**config.mk**
```make
export PLATFORM = sky130hd
export DESIGN_NAME = round_robin_process_scheduler_core
export DESIGN_NICKNAME = d
export VERILOG_FILES = /design/src/rtl/rrps_pkg.sv /design/src/rtl/rrps_fifo.sv /design/src/rtl/rrps_front.sv /design/src/rtl/rrps_back.sv /design/src/rtl/round_robin_process_scheduler_core.sv
export SDC_FILE = /design/constraint.sdc
export NUM_CORES = 1
export LEC_CHECK = 0
export BUFFER_PORTS_ARGS = -buffer_cell sky130_fd_sc_hd__buf_2
export CAP_MARGIN = 10
export CORE_MARGIN = 2
export CORE_UTILIZATION = 45
export CTS_CLUSTER_DIAMETER = 50
export DETAILED_ROUTE_END_ITERATION = 8
export GPL_TIMING_DRIVEN = 0
export PLACE_DENSITY = 0.68
export REMOVE_ABC_BUFFERS = 1
export SLEW_MARGIN = 20
export SYNTH_ARGS = -nofsm -noshare
export SYNTH_HDL_FRONTEND = slang
export SYNTH_SLANG_ARGS = --single-unit
```
**constraint.sdc**
```tcl
create_clock -name clk -period 4.1 [get_ports clk]
set_input_delay 0.82 -clock clk [delete_from_list [all_inputs] [get_ports clk]]
set_output_delay 0.82 -clock clk [all_outputs]
set_load 0.02 [all_outputs]
```
**src/rtl/rrps_pkg.sv**
```systemverilog
// Package: types, codes and sizes shared by the process scheduler modules.
`default_nettype none

package rrps_pkg;

    // Process IDs are 1..MAX_IDS, ID 0 is the kernel.
    localparam int MAX_IDS    = 15;
    localparam int ID_W       = 4;
    localparam int TABLE_SIZE = 1 << ID_W;
    localparam int QUEUE_CAP  = MAX_IDS;
    localparam int QIDX_W     = $clog2(QUEUE_CAP);
    localparam int QCNT_W     = $clog2(QUEUE_CAP + 1);
    localparam int PRIO_W     = 8;

    localparam int CMD_Q_DEPTH = 2;
    localparam int RES_Q_DEPTH = 2;

    typedef enum logic [1:0] {
        OP_CREATE  = 2'd0,
        OP_KILL    = 2'd1,
        OP_RESCHED = 2'd2,
        OP_NOP     = 2'd3
    } op_t;

    typedef enum logic [2:0] {
        ST_OK         = 3'd0,
        ST_NO_FREE_ID = 3'd1,
        ST_KILL_CUR   = 3'd2,
        ST_NOT_QUEUED = 3'd3,
        ST_READY_MT   = 3'd4
    } status_t;

    typedef enum logic [1:0] {
        K_CREATE,
        K_KILL,
        K_RESCHED,
        K_NOP
    } cmd_kind_t;

    typedef struct packed {
        op_t                op;
        logic [ID_W-1:0]    target_pid;
        logic [PRIO_W-1:0]  priority_req;
    } req_t;

    typedef struct packed {
        status_t            status;
        logic [ID_W-1:0]    result_pid;
        logic [PRIO_W-1:0]  result_priority;
        logic [ID_W-1:0]    running_pid;
        logic [ID_W-1:0]    queue_length;
    } res_t;

    // Classified command handed from front to back.
    typedef struct packed {
        cmd_kind_t          kind;
        logic [ID_W-1:0]    target;
        logic [PRIO_W-1:0]  prio;
    } cmd_t;

endpackage

`default_nettype wire

```
**src/rtl/rrps_fifo.sv**
```systemverilog
// Small first-word-fall-through queue used between scheduler stages.
`default_nettype none

module rrps_fifo #(
    parameter int WIDTH = 1,
    parameter int DEPTH = 2
) (
    input  wire logic             clk,
    input  wire logic             rst_n,
    input  wire logic             push,
    input  wire logic [WIDTH-1:0] wdata,
    output logic                  full,
    input  wire logic             pop,
    output logic      [WIDTH-1:0] rdata,
    output logic                  empty
);

    localparam int PTR_W = (DEPTH > 1) ? $clog2(DEPTH) : 1;
    localparam int CNT_W = $clog2(DEPTH + 1);

    logic [WIDTH-1:0] mem_reg [DEPTH];
    logic [PTR_W-1:0] wr_ptr_reg, wr_ptr_next;
    logic [PTR_W-1:0] rd_ptr_reg, rd_ptr_next;
    logic [CNT_W-1:0] cnt_reg, cnt_next;
    logic             do_push, do_pop;

    assign full    = (cnt_reg == CNT_W'(DEPTH));
    assign empty   = (cnt_reg == '0);
    assign do_push = push && !full;
    assign do_pop  = pop && !empty;
    assign rdata   = mem_reg[rd_ptr_reg];

    always_comb
    begin
        wr_ptr_next = wr_ptr_reg;
        rd_ptr_next = rd_ptr_reg;
        if (do_push)
        begin
            wr_ptr_next = (wr_ptr_reg == PTR_W'(DEPTH - 1)) ? '0 : wr_ptr_reg + 1'b1;
        end
        if (do_pop)
        begin
            rd_ptr_next = (rd_ptr_reg == PTR_W'(DEPTH - 1)) ? '0 : rd_ptr_reg + 1'b1;
        end
        cnt_next = cnt_reg + CNT_W'(do_push) - CNT_W'(do_pop);
    end

    always_ff @(posedge clk or negedge rst_n)
    begin
        if (!rst_n)
        begin
            wr_ptr_reg <= '0;
            rd_ptr_reg <= '0;
            cnt_reg    <= '0;
        end
        else
        begin
            wr_ptr_reg <= wr_ptr_next;
            rd_ptr_reg <= rd_ptr_next;
            cnt_reg    <= cnt_next;
        end
    end

    always_ff @(posedge clk)
    begin
        if (do_push)
        begin
            mem_reg[wr_ptr_reg] <= wdata;
        end
    end

endmodule

`default_nettype wire

```
**src/rtl/rrps_front.sv**
```systemverilog
// Front end: takes request beats, decodes the opcode and queues commands.
`default_nettype none

module rrps_front import rrps_pkg::*; #(
    parameter int CMD_Q_DEPTH = rrps_pkg::CMD_Q_DEPTH
) (
    input  wire logic clk,
    input  wire logic rst_n,
    input  wire logic push,
    input  wire req_t request,
    output logic      full,
    output cmd_t      cmd,
    output logic      cmd_empty,
    input  wire logic cmd_pop
);

    cmd_t      cmd_in;
    cmd_kind_t kind;
    logic [$bits(cmd_t)-1:0] cmd_bits;

    always_comb
    begin
        unique case (request.op)
            OP_CREATE:  kind = K_CREATE;
            OP_KILL:    kind = K_KILL;
            OP_RESCHED: kind = K_RESCHED;
            default:    kind = K_NOP;
        endcase
    end

    assign cmd_in.kind   = kind;
    assign cmd_in.target = request.target_pid;
    assign cmd_in.prio   = request.priority_req;

    rrps_fifo #(
        .WIDTH ($bits(cmd_t)),
        .DEPTH (CMD_Q_DEPTH)
    ) u_cmd_q (
        .clk   (clk),
        .rst_n (rst_n),
        .push  (push),
        .wdata (cmd_in),
        .full  (full),
        .pop   (cmd_pop),
        .rdata (cmd_bits),
        .empty (cmd_empty)
    );

    assign cmd = cmd_t'(cmd_bits);

endmodule

`default_nettype wire

```
**src/rtl/rrps_back.sv**
```systemverilog
// Back end: process table, ready queue sequencer and result queue.
`default_nettype none

module rrps_back import rrps_pkg::*; #(
    parameter int RES_Q_DEPTH = rrps_pkg::RES_Q_DEPTH
) (
    input  wire logic clk,
    input  wire logic rst_n,
    input  wire cmd_t cmd,
    input  wire logic cmd_empty,
    output logic      cmd_pop,
    output res_t      result,
    output logic      empty,
    input  wire logic pop
);

    typedef enum logic [2:0] {
        S_IDLE   = 3'b001,
        S_SEARCH = 3'b010,
        S_SHIFT  = 3'b100
    } state_t;

    state_t                 state_reg, state_next;
    cmd_kind_t              kind_reg, kind_next;
    logic [ID_W-1:0]        target_reg, target_next;
    logic [ID_W-1:0]        pid_reg, pid_next;
    logic [QIDX_W-1:0]      idx_reg, idx_next;
    logic [QCNT_W-1:0]      count_reg, count_next;
    logic [ID_W-1:0]        cur_reg, cur_next;
    logic [TABLE_SIZE-1:0]  active_reg;

    logic [PRIO_W-1:0]      prio_reg [TABLE_SIZE];
    logic [ID_W-1:0]        q_reg [QUEUE_CAP];

    logic                   q_we;
    logic [QIDX_W-1:0]      q_waddr;
    logic [ID_W-1:0]        q_wdata;
    logic                   prio_we;
    logic                   act_set, act_clr;
    logic [ID_W-1:0]        act_addr;

    logic [ID_W-1:0]        free_id;
    logic [QCNT_W-1:0]      idx_inc;
    logic [QCNT_W-1:0]      count_dec;

    logic                   res_push, res_full;
    status_t                r_status;
    logic [ID_W-1:0]        r_pid;
    logic [PRIO_W-1:0]      r_prio;
    res_t                   res_d;
    logic [$bits(res_t)-1:0] res_bits;

    // lowest inactive ID from 1 up; 0 when the table is full
    always_comb
    begin
        free_id = '0;
        for (int i = MAX_IDS; i >= 1; i--)
        begin
            if (!active_reg[i])
            begin
                free_id = ID_W'(i);
            end
        end
    end

    assign idx_inc   = QCNT_W'(idx_reg) + QCNT_W'(1);
    assign count_dec = count_reg - QCNT_W'(1);

    always_comb
    begin
        state_next  = state_reg;
        kind_next   = kind_reg;
        target_next = target_reg;
        pid_next    = pid_reg;
        idx_next    = idx_reg;
        count_next  = count_reg;
        cur_next    = cur_reg;
        cmd_pop     = 1'b0;
        q_we        = 1'b0;
        q_waddr     = idx_reg;
        q_wdata     = '0;
        prio_we     = 1'b0;
        act_set     = 1'b0;
        act_clr     = 1'b0;
        act_addr    = free_id;
        res_push    = 1'b0;
        r_status    = ST_OK;
        r_pid       = '0;
        r_prio      = '0;

        unique case (state_reg)
            S_IDLE:
            begin
                if (!cmd_empty && !res_full)
                begin
                    cmd_pop     = 1'b1;
                    kind_next   = cmd.kind;
                    target_next = cmd.target;
                    case (cmd.kind)
                        K_CREATE:
                        begin
                            res_push = 1'b1;
                            if (free_id == '0)
                            begin
                                r_status = ST_NO_FREE_ID;
                            end
                            else
                            begin
                                act_set    = 1'b1;
                                prio_we    = 1'b1;
                                q_we       = 1'b1;
                                q_waddr    = QIDX_W'(count_reg);
                                q_wdata    = free_id;
                                count_next = count_reg + QCNT_W'(1);
                                r_pid      = free_id;
                                r_prio     = cmd.prio;
                            end
                        end
                        K_KILL:
                        begin
                            if (cmd.target == cur_reg)
                            begin
                                res_push = 1'b1;
                                r_status = ST_KILL_CUR;
                            end
                            else
                            begin
                                idx_next   = '0;
                                state_next = S_SEARCH;
                            end
                        end
                        K_RESCHED:
                        begin
                            if (count_reg == '0)
                            begin
                                res_push = 1'b1;
                                r_status = ST_READY_MT;
                            end
                            else
                            begin
                                pid_next   = q_reg[0];
                                idx_next   = '0;
                                state_next = S_SHIFT;
                            end
                        end
                        default:
                        begin
                            res_push = 1'b1;
                        end
                    endcase
                end
            end
            S_SEARCH:
            begin
                if (QCNT_W'(idx_reg) == count_reg)
                begin
                    res_push   = 1'b1;
                    r_status   = ST_NOT_QUEUED;
                    state_next = S_IDLE;
                end
                else if (q_reg[idx_reg] == target_reg)
                begin
                    state_next = S_SHIFT;
                end
                else
                begin
                    idx_next = QIDX_W'(idx_inc);
                end
            end
            S_SHIFT:
            begin
                if (idx_inc < count_reg)
                begin
                    // close the gap one entry per cycle
                    q_we     = 1'b1;
                    q_waddr  = idx_reg;
                    q_wdata  = q_reg[QIDX_W'(idx_inc)];
                    idx_next = QIDX_W'(idx_inc);
                end
                else
                begin
                    res_push   = 1'b1;
                    state_next = S_IDLE;
                    count_next = count_dec;
                    if (kind_reg == K_KILL)
                    begin
                        act_clr  = 1'b1;
                        act_addr = target_reg;
                    end
                    else
                    begin
                        if (cur_reg != '0)
                        begin
                            q_we       = 1'b1;
                            q_waddr    = QIDX_W'(count_dec);
                            q_wdata    = cur_reg;
                            count_next = count_reg;
                        end
                        cur_next = pid_reg;
                        r_pid    = pid_reg;
                        r_prio   = prio_reg[pid_reg];
                    end
                end
            end
            default:
            begin
                state_next = S_IDLE;
            end
        endcase
    end

    assign res_d.status          = r_status;
    assign res_d.result_pid      = r_pid;
    assign res_d.result_priority = r_prio;
    assign res_d.running_pid     = cur_next;
    assign res_d.queue_length    = ID_W'(count_next);

    always_ff @(posedge clk or negedge rst_n)
    begin
        if (!rst_n)
        begin
            state_reg  <= S_IDLE;
            count_reg  <= '0;
            cur_reg    <= '0;
            active_reg <= '0;
        end
        else
        begin
            state_reg <= state_next;
            count_reg <= count_next;
            cur_reg   <= cur_next;
            if (act_set)
            begin
                active_reg[act_addr] <= 1'b1;
            end
            else if (act_clr)
            begin
                active_reg[act_addr] <= 1'b0;
            end
        end
    end

    always_ff @(posedge clk)
    begin
        kind_reg   <= kind_next;
        target_reg <= target_next;
        pid_reg    <= pid_next;
        idx_reg    <= idx_next;
        if (q_we)
        begin
            q_reg[q_waddr] <= q_wdata;
        end
        if (prio_we)
        begin
            prio_reg[free_id] <= cmd.prio;
        end
    end

    rrps_fifo #(
        .WIDTH ($bits(res_t)),
        .DEPTH (RES_Q_DEPTH)
    ) u_res_q (
        .clk   (clk),
        .rst_n (rst_n),
        .push  (res_push),
        .wdata (res_d),
        .full  (res_full),
        .pop   (pop),
        .rdata (res_bits),
        .empty (empty)
    );

    assign result = res_t'(res_bits);

    // checks
    a_count_cap: assert property (@(posedge clk) disable iff (!rst_n)
        count_reg <= QCNT_W'(QUEUE_CAP))
        else $error("ready queue count above capacity");

    a_kernel_slot: assert property (@(posedge clk) disable iff (!rst_n)
        !active_reg[0])
        else $error("kernel slot marked active");

    a_cur_active: assert property (@(posedge clk) disable iff (!rst_n)
        (cur_reg != '0) |-> active_reg[cur_reg])
        else $error("running process not active");

    a_pop_idle: assert property (@(posedge clk) disable iff (!rst_n)
        cmd_pop |-> (state_reg == S_IDLE))
        else $error("command taken while busy");

    a_res_room: assert property (@(posedge clk) disable iff (!rst_n)
        res_push |-> !res_full)
        else $error("result beat dropped");

endmodule

`default_nettype wire

```
**src/rtl/round_robin_process_scheduler_core.sv**
```systemverilog
// Top level of the round-robin process scheduler.
//
// Usage:
//   Request channel: drive request {op, target_pid, priority_req} and raise
//   push; the beat is taken on a rising edge with push high and full low.
//   Result channel: while empty is low the oldest result beat sits on
//   result; raise pop to take it. Every request gives exactly one result.
// Processing:
//   A request passes a two-entry command queue, then the back end runs it.
//   Create, kill of the running process, empty reschedule and no-op are
//   answered straight from the idle state. Kill searches the ready queue for
//   the target, then shifts the entries behind it up; reschedule takes the head and shifts.
//   One request runs at a time; the ready queue shift (one entry per cycle
//   through a single write port) sets the per-item time.
// Reset: table cleared, ready queue empty, kernel (ID 0) running; both
//   internal queues empty.
// Stall: results collect in a two-entry result queue; when it is full the
//   back end waits, then the command queue fills and full rises.
`default_nettype none

module round_robin_process_scheduler_core import rrps_pkg::*; #(
    parameter int CMD_Q_DEPTH = rrps_pkg::CMD_Q_DEPTH,
    parameter int RES_Q_DEPTH = rrps_pkg::RES_Q_DEPTH
) (
    input  wire logic clk,
    input  wire logic rst_n,
    input  wire logic push,
    input  wire req_t request,
    output logic      full,
    output res_t      result,
    output logic      empty,
    input  wire logic pop
);

    cmd_t cmd;
    logic cmd_empty;
    logic cmd_pop;

    // front end: decode and buffer
    rrps_front #(
        .CMD_Q_DEPTH (CMD_Q_DEPTH)
    ) u_front (
        .clk       (clk),
        .rst_n     (rst_n),
        .push      (push),
        .request   (request),
        .full      (full),
        .cmd       (cmd),
        .cmd_empty (cmd_empty),
        .cmd_pop   (cmd_pop)
    );

    // back end: table, ready queue, result buffer
    rrps_back #(
        .RES_Q_DEPTH (RES_Q_DEPTH)
    ) u_back (
        .clk       (clk),
        .rst_n     (rst_n),
        .cmd       (cmd),
        .cmd_empty (cmd_empty),
        .cmd_pop   (cmd_pop),
        .result    (result),
        .empty     (empty),
        .pop       (pop)
    );

endmodule

`default_nettype wire
```
==> results by group <==
STA
  – Achievable Freq: between 0.2 and 0.25 GHz
  – Worst slew pin tran: 0.992 ns
  – Setup Viol. Count Final: 0
  – Slew headroom: roughly 34%
  – RSZ-0062 raised after global routing: yes
  – Hold slack: a little over 0.4 ns
  – Post-route clock period utilization: 97.7%
  – Crit path time final: 4.01 ns
  – PnR worst setup slack: 0.0939 ns
  – Final hold vios: 0
  – Fin Clk Skew: approximately 0.021 ns
  – Fin. max-slew vios: 0

Routing
  – Vias per cell: 5.67
  – Detailed-route via count: 7450
  – Wirelength per Cell: approximately 21 um
  – Drt first pass iters: 7
  – Antenna-violating nets left: 0
  – Starting DRC count in detailed routing: 709
  – # DRC: 0
  – Total routed wirelength: 28100 um

Power
  – Net switching power: 0.00381 W
  – Combinational Power Share: between 30% and 40%
  – Peak VDD IR: 335 uV
  – Clock network power share: 26.2%
  – Sequential power share: 42.2%
  – Sw Ratio: 33.4%
  – P_int: 0.00761 W
  – P per Cell Area: 726 mW/mm2
  – LEAKAGE: around 5.4 nW

Floorplanning
  – Die area: around 0.032 mm2
  – Starting Density: 45.4%
  – Chip height: 179 um
  – I/O pin count: 43
  – Cell row count: 64
  – Core area: 0.0303 mm2
  – Die W: ~180 um

CTS
  – CTS Buf Count: 34
  – CTS Buffer Depth: 3
  – # hold bufs at CTS: 0
  – Clk sink count: 314
  – Worst skew pair latency: 0.51 ns
  – Clock Pin Slew Worst Setup and Hold Paths: 0.06 ns
  – CTS tree: done
  – Root Driver: clkbuf_16
  – H-tree level count: 2

Layout
  – Max FFs per register: approximately 130
  – Layout cells sized above 1: 27.6%
  – Area Growth Syn to Fin: 14.0%
  – Final core utilization: approximately 52%
  – Multi-input gate area: 0.00449 mm2
  – Nets: 928
  – FILL cells: 2425
  – Register area: 0.00922 mm2

Synthesis
  – Synth Area in Adders: around 1.5%
  – Main flop type after synthesis: edfxtp_1
  – Yosys reg bits: 314
  – Post-synthesis compound-gate area fraction: under 10%
  – Sequential fraction of the synthesis area: 66.9%
  – Syn Inst Count: 834
  – Post-synth EDFFs: approximately 280
  – Post-synthesis xor/xnor area fraction: 2.21%
  – Mapped Area: 0.0138 mm2
  – Yosys cell types: 70
  – Simple-gate share of the synthesized area: under 10%
  – Share of synthesized area spent on multiplexers: 16.2%
  – Ys Warns: 0
  – Syn_area_per_cell: 16.5 um2
  – Ys async rst share: ~11%
  – Largest family of logic cells by synthesized area: multiplexers

Global routing
  – Gr usage total: 18.2%
  – Global-route wire length before repair: roughly 43000 um
  – Initial antenna violation count: 3
  – Largest net degree at the start of global routing: 35
  – Vias in the first global route: 7387
  – Grt ovf: 0

Setup path
  – Worst EP arrival: 4.15 ns
  – WS Path Type: reg -> reg
  – RR Startpoint: u_back.idx_reg[2]$_DFFE_PP_
  – Internal reg-to-reg setup slack: approximately 0.094 ns
  – Crit path max fanout: 10
  – WP data required: 4.25 ns
  – Worst R2R Path Depth: 9
  – CP Capture Type: register
  – Critical path launch point type: register
  – R2r endpoint: u_back.q_reg[13][1]$_DFFE_PP_

Run status
  – Status: finished clean

Run
  – Max-cap violations: 0

Placement
  – Routability cong.: 0.880
  – DP Wirelength: 19300 um
  – PortBufs: 42
  – Pre-CTS WS: -1.31 ns

Hold path
  – Hold WC Path Type: in -> async
cell usage in the layout, fill, tap and decap left out, drive strengths merged, types with 3 or more instances in the layout:
cell type	instances
ha	16
nor3	8
mux2i	25
nand2	57
conb	8
a21oi	11
nand2b	11
and3	4
a31oi	4
and2	7
mux2	51
clkinv	8
clkbuf	45
or2	3
xor2	18
nand3	23
nor2b	10
a22oi	3
o21ai	25
buf	53
a211oi	7
o31ai	4
nand4	4
inv	19
xnor2	16
a21o	5
edfxtp	276
nor4	4
a22o	8
mux4	62
nor3b	5
o211ai	7
dfxtp	4
bufinv	3
dfrtp	33
o21a	3
nor2	43
power groups by stage:
stage,clock (W),sequential (W),combinational [W]
after detailed placement,0,0.00491,0.00344
after floorplan,0,0.00473,0.00251
after CTS,0.00306,0.00482,0.00360
after global routing,0.00317,0.00490,0.00393
after global placement,0,0.00495,0.00328
final,0.00299,0.00482,0.00361
worst max-delay path by stage:
stage                                startpoint                                       to  slack, ns  cells past startpoint
finish              u_back.idx_reg[2]$_DFFE_PP_            u_back.q_reg[13][1]$_DFFE_PP_       0.09                      9
global route        u_back.idx_reg[1]$_DFFE_PP_             u_back.q_reg[4][1]$_DFFE_PP_      -0.10                     10
CTS                 u_back.idx_reg[1]$_DFFE_PP_             u_back.q_reg[2][3]$_DFFE_PP_       0.01                     10
detailed placement  u_back.idx_reg[0]$_DFFE_PP_             u_back.q_reg[4][2]$_DFFE_PP_      -1.31                     10
global placement    u_back.idx_reg[0]$_DFFE_PP_  u_back.u_res_q.mem_reg[1][10]$_DFFE_PP_      -1.51                     10
floorplan           u_back.idx_reg[0]$_DFFE_PP_   u_back.u_res_q.mem_reg[0][0]$_DFFE_PP_      -0.08                     10
per-layer routing:
metal | track usage (%) | vias up | part of all wire, % | wire length [um]
met3 | 4.16 | 62 | 7.2 | 2020
met5 | 0 | - | 0.046 | 13
met1 | 26.2 | 3739 | 45 | 12500
li1 | - | 3385 | - | -
met2 | 27.3 | 262 | 45 | 12800
met4 | 6.17 | 2 | 2.8 | 796
cell usage after synthesis, drive strengths merged (2+ instances only):
cell type / instances / area, um2
o22ai: 2 / 12.5
a21oi: 10 / 53.8
a21boi: 2 / 15.0
dfxtp: 4 / 80.1
o21ai: 25 / 125
a31oi: 4 / 31.3
a31o: 2 / 17.5
a211oi: 7 / 57.6
nor2b: 10 / 62.6
o211ai: 7 / 62.6
a21o: 5 / 45.0
xnor2: 16 / 140
mux4: 62 / 1400
clkbuf: 19 / 71.3
nand2: 57 / 214
o31ai: 4 / 30.0
nor3: 8 / 40.0
nand4: 4 / 25.0
mux2: 51 / 589
nor3b: 5 / 47.5
buf: 18 / 113
nor4: 4 / 25.0
dfrtp: 33 / 826
inv: 17 / 63.8
xor2: 18 / 165
edfxtp: 276 / 8290
nand2b: 11 / 68.8
mux2i: 25 / 250
nor2: 43 / 161
o21a: 3 / 22.5
and2: 7 / 43.8
or2: 3 / 18.8
a22o: 8 / 70.1
ha: 16 / 200
nand3: 23 / 115
a22oi: 3 / 22.5
and3: 4 / 25.0
cell type report:
type,instances,area share [%]
Sequential cell,314,58.6
Timing Repair Buffer,53,2.20
Tap cell,396,3.15
Clock buffer,45,5.93
Inverter,17,0.406
Multi-Input combinational cell,474,28.5
Antenna cell,2,0.0318
Clock inverter,14,1.12
worst max-delay path, stage by stage (launching register included):
cell and delay (ns):
edfxtp_1 0.53, nand3_1 0.19, xor2_2 0.47, inv_1 0.09, ha_1 0.29, o21a_1 0.25
o211ai_2 0.24, o21ai_0 0.77, o21bai_1 0.32, nor3_2 0.51
metrics by stage:
step | cells | cell area [um2] | total power (W) | setup TNS [ns]
3_3_place_gp | 1242 | 14300 | 0.00822 | -208.52
3_5_place_dp | 1248 | 14500 | 0.00835 | -142.61
6_report | 1315 | 15700 | 0.0114 | 0
5_1_grt | 1313 | 15700 | 0.0120 | -1.14
2_1_floorplan | 804 | 13600 | 0.00723 | -3.54
4_1_cts | 1313 | 15700 | 0.0115 | 0
what timing repair did:
action	CTS	global route
cloned	1	0
hold endpoints to repair	0	0
buffers inserted	5	0
endpoints found under the setup margin	235	48
resized for setup	11	5
cell families after synthesis:
family                     count (synthesis)
DFF                                      314
and+or+nand+nor                          183
muxes                                    138
AOI/OAI and AO/OA                         94
buffers and inverters                     54
xor gates and xnor gates                  34
adders and majority gates                 16
other                                      1
Power figures use the tool's default switching activity.
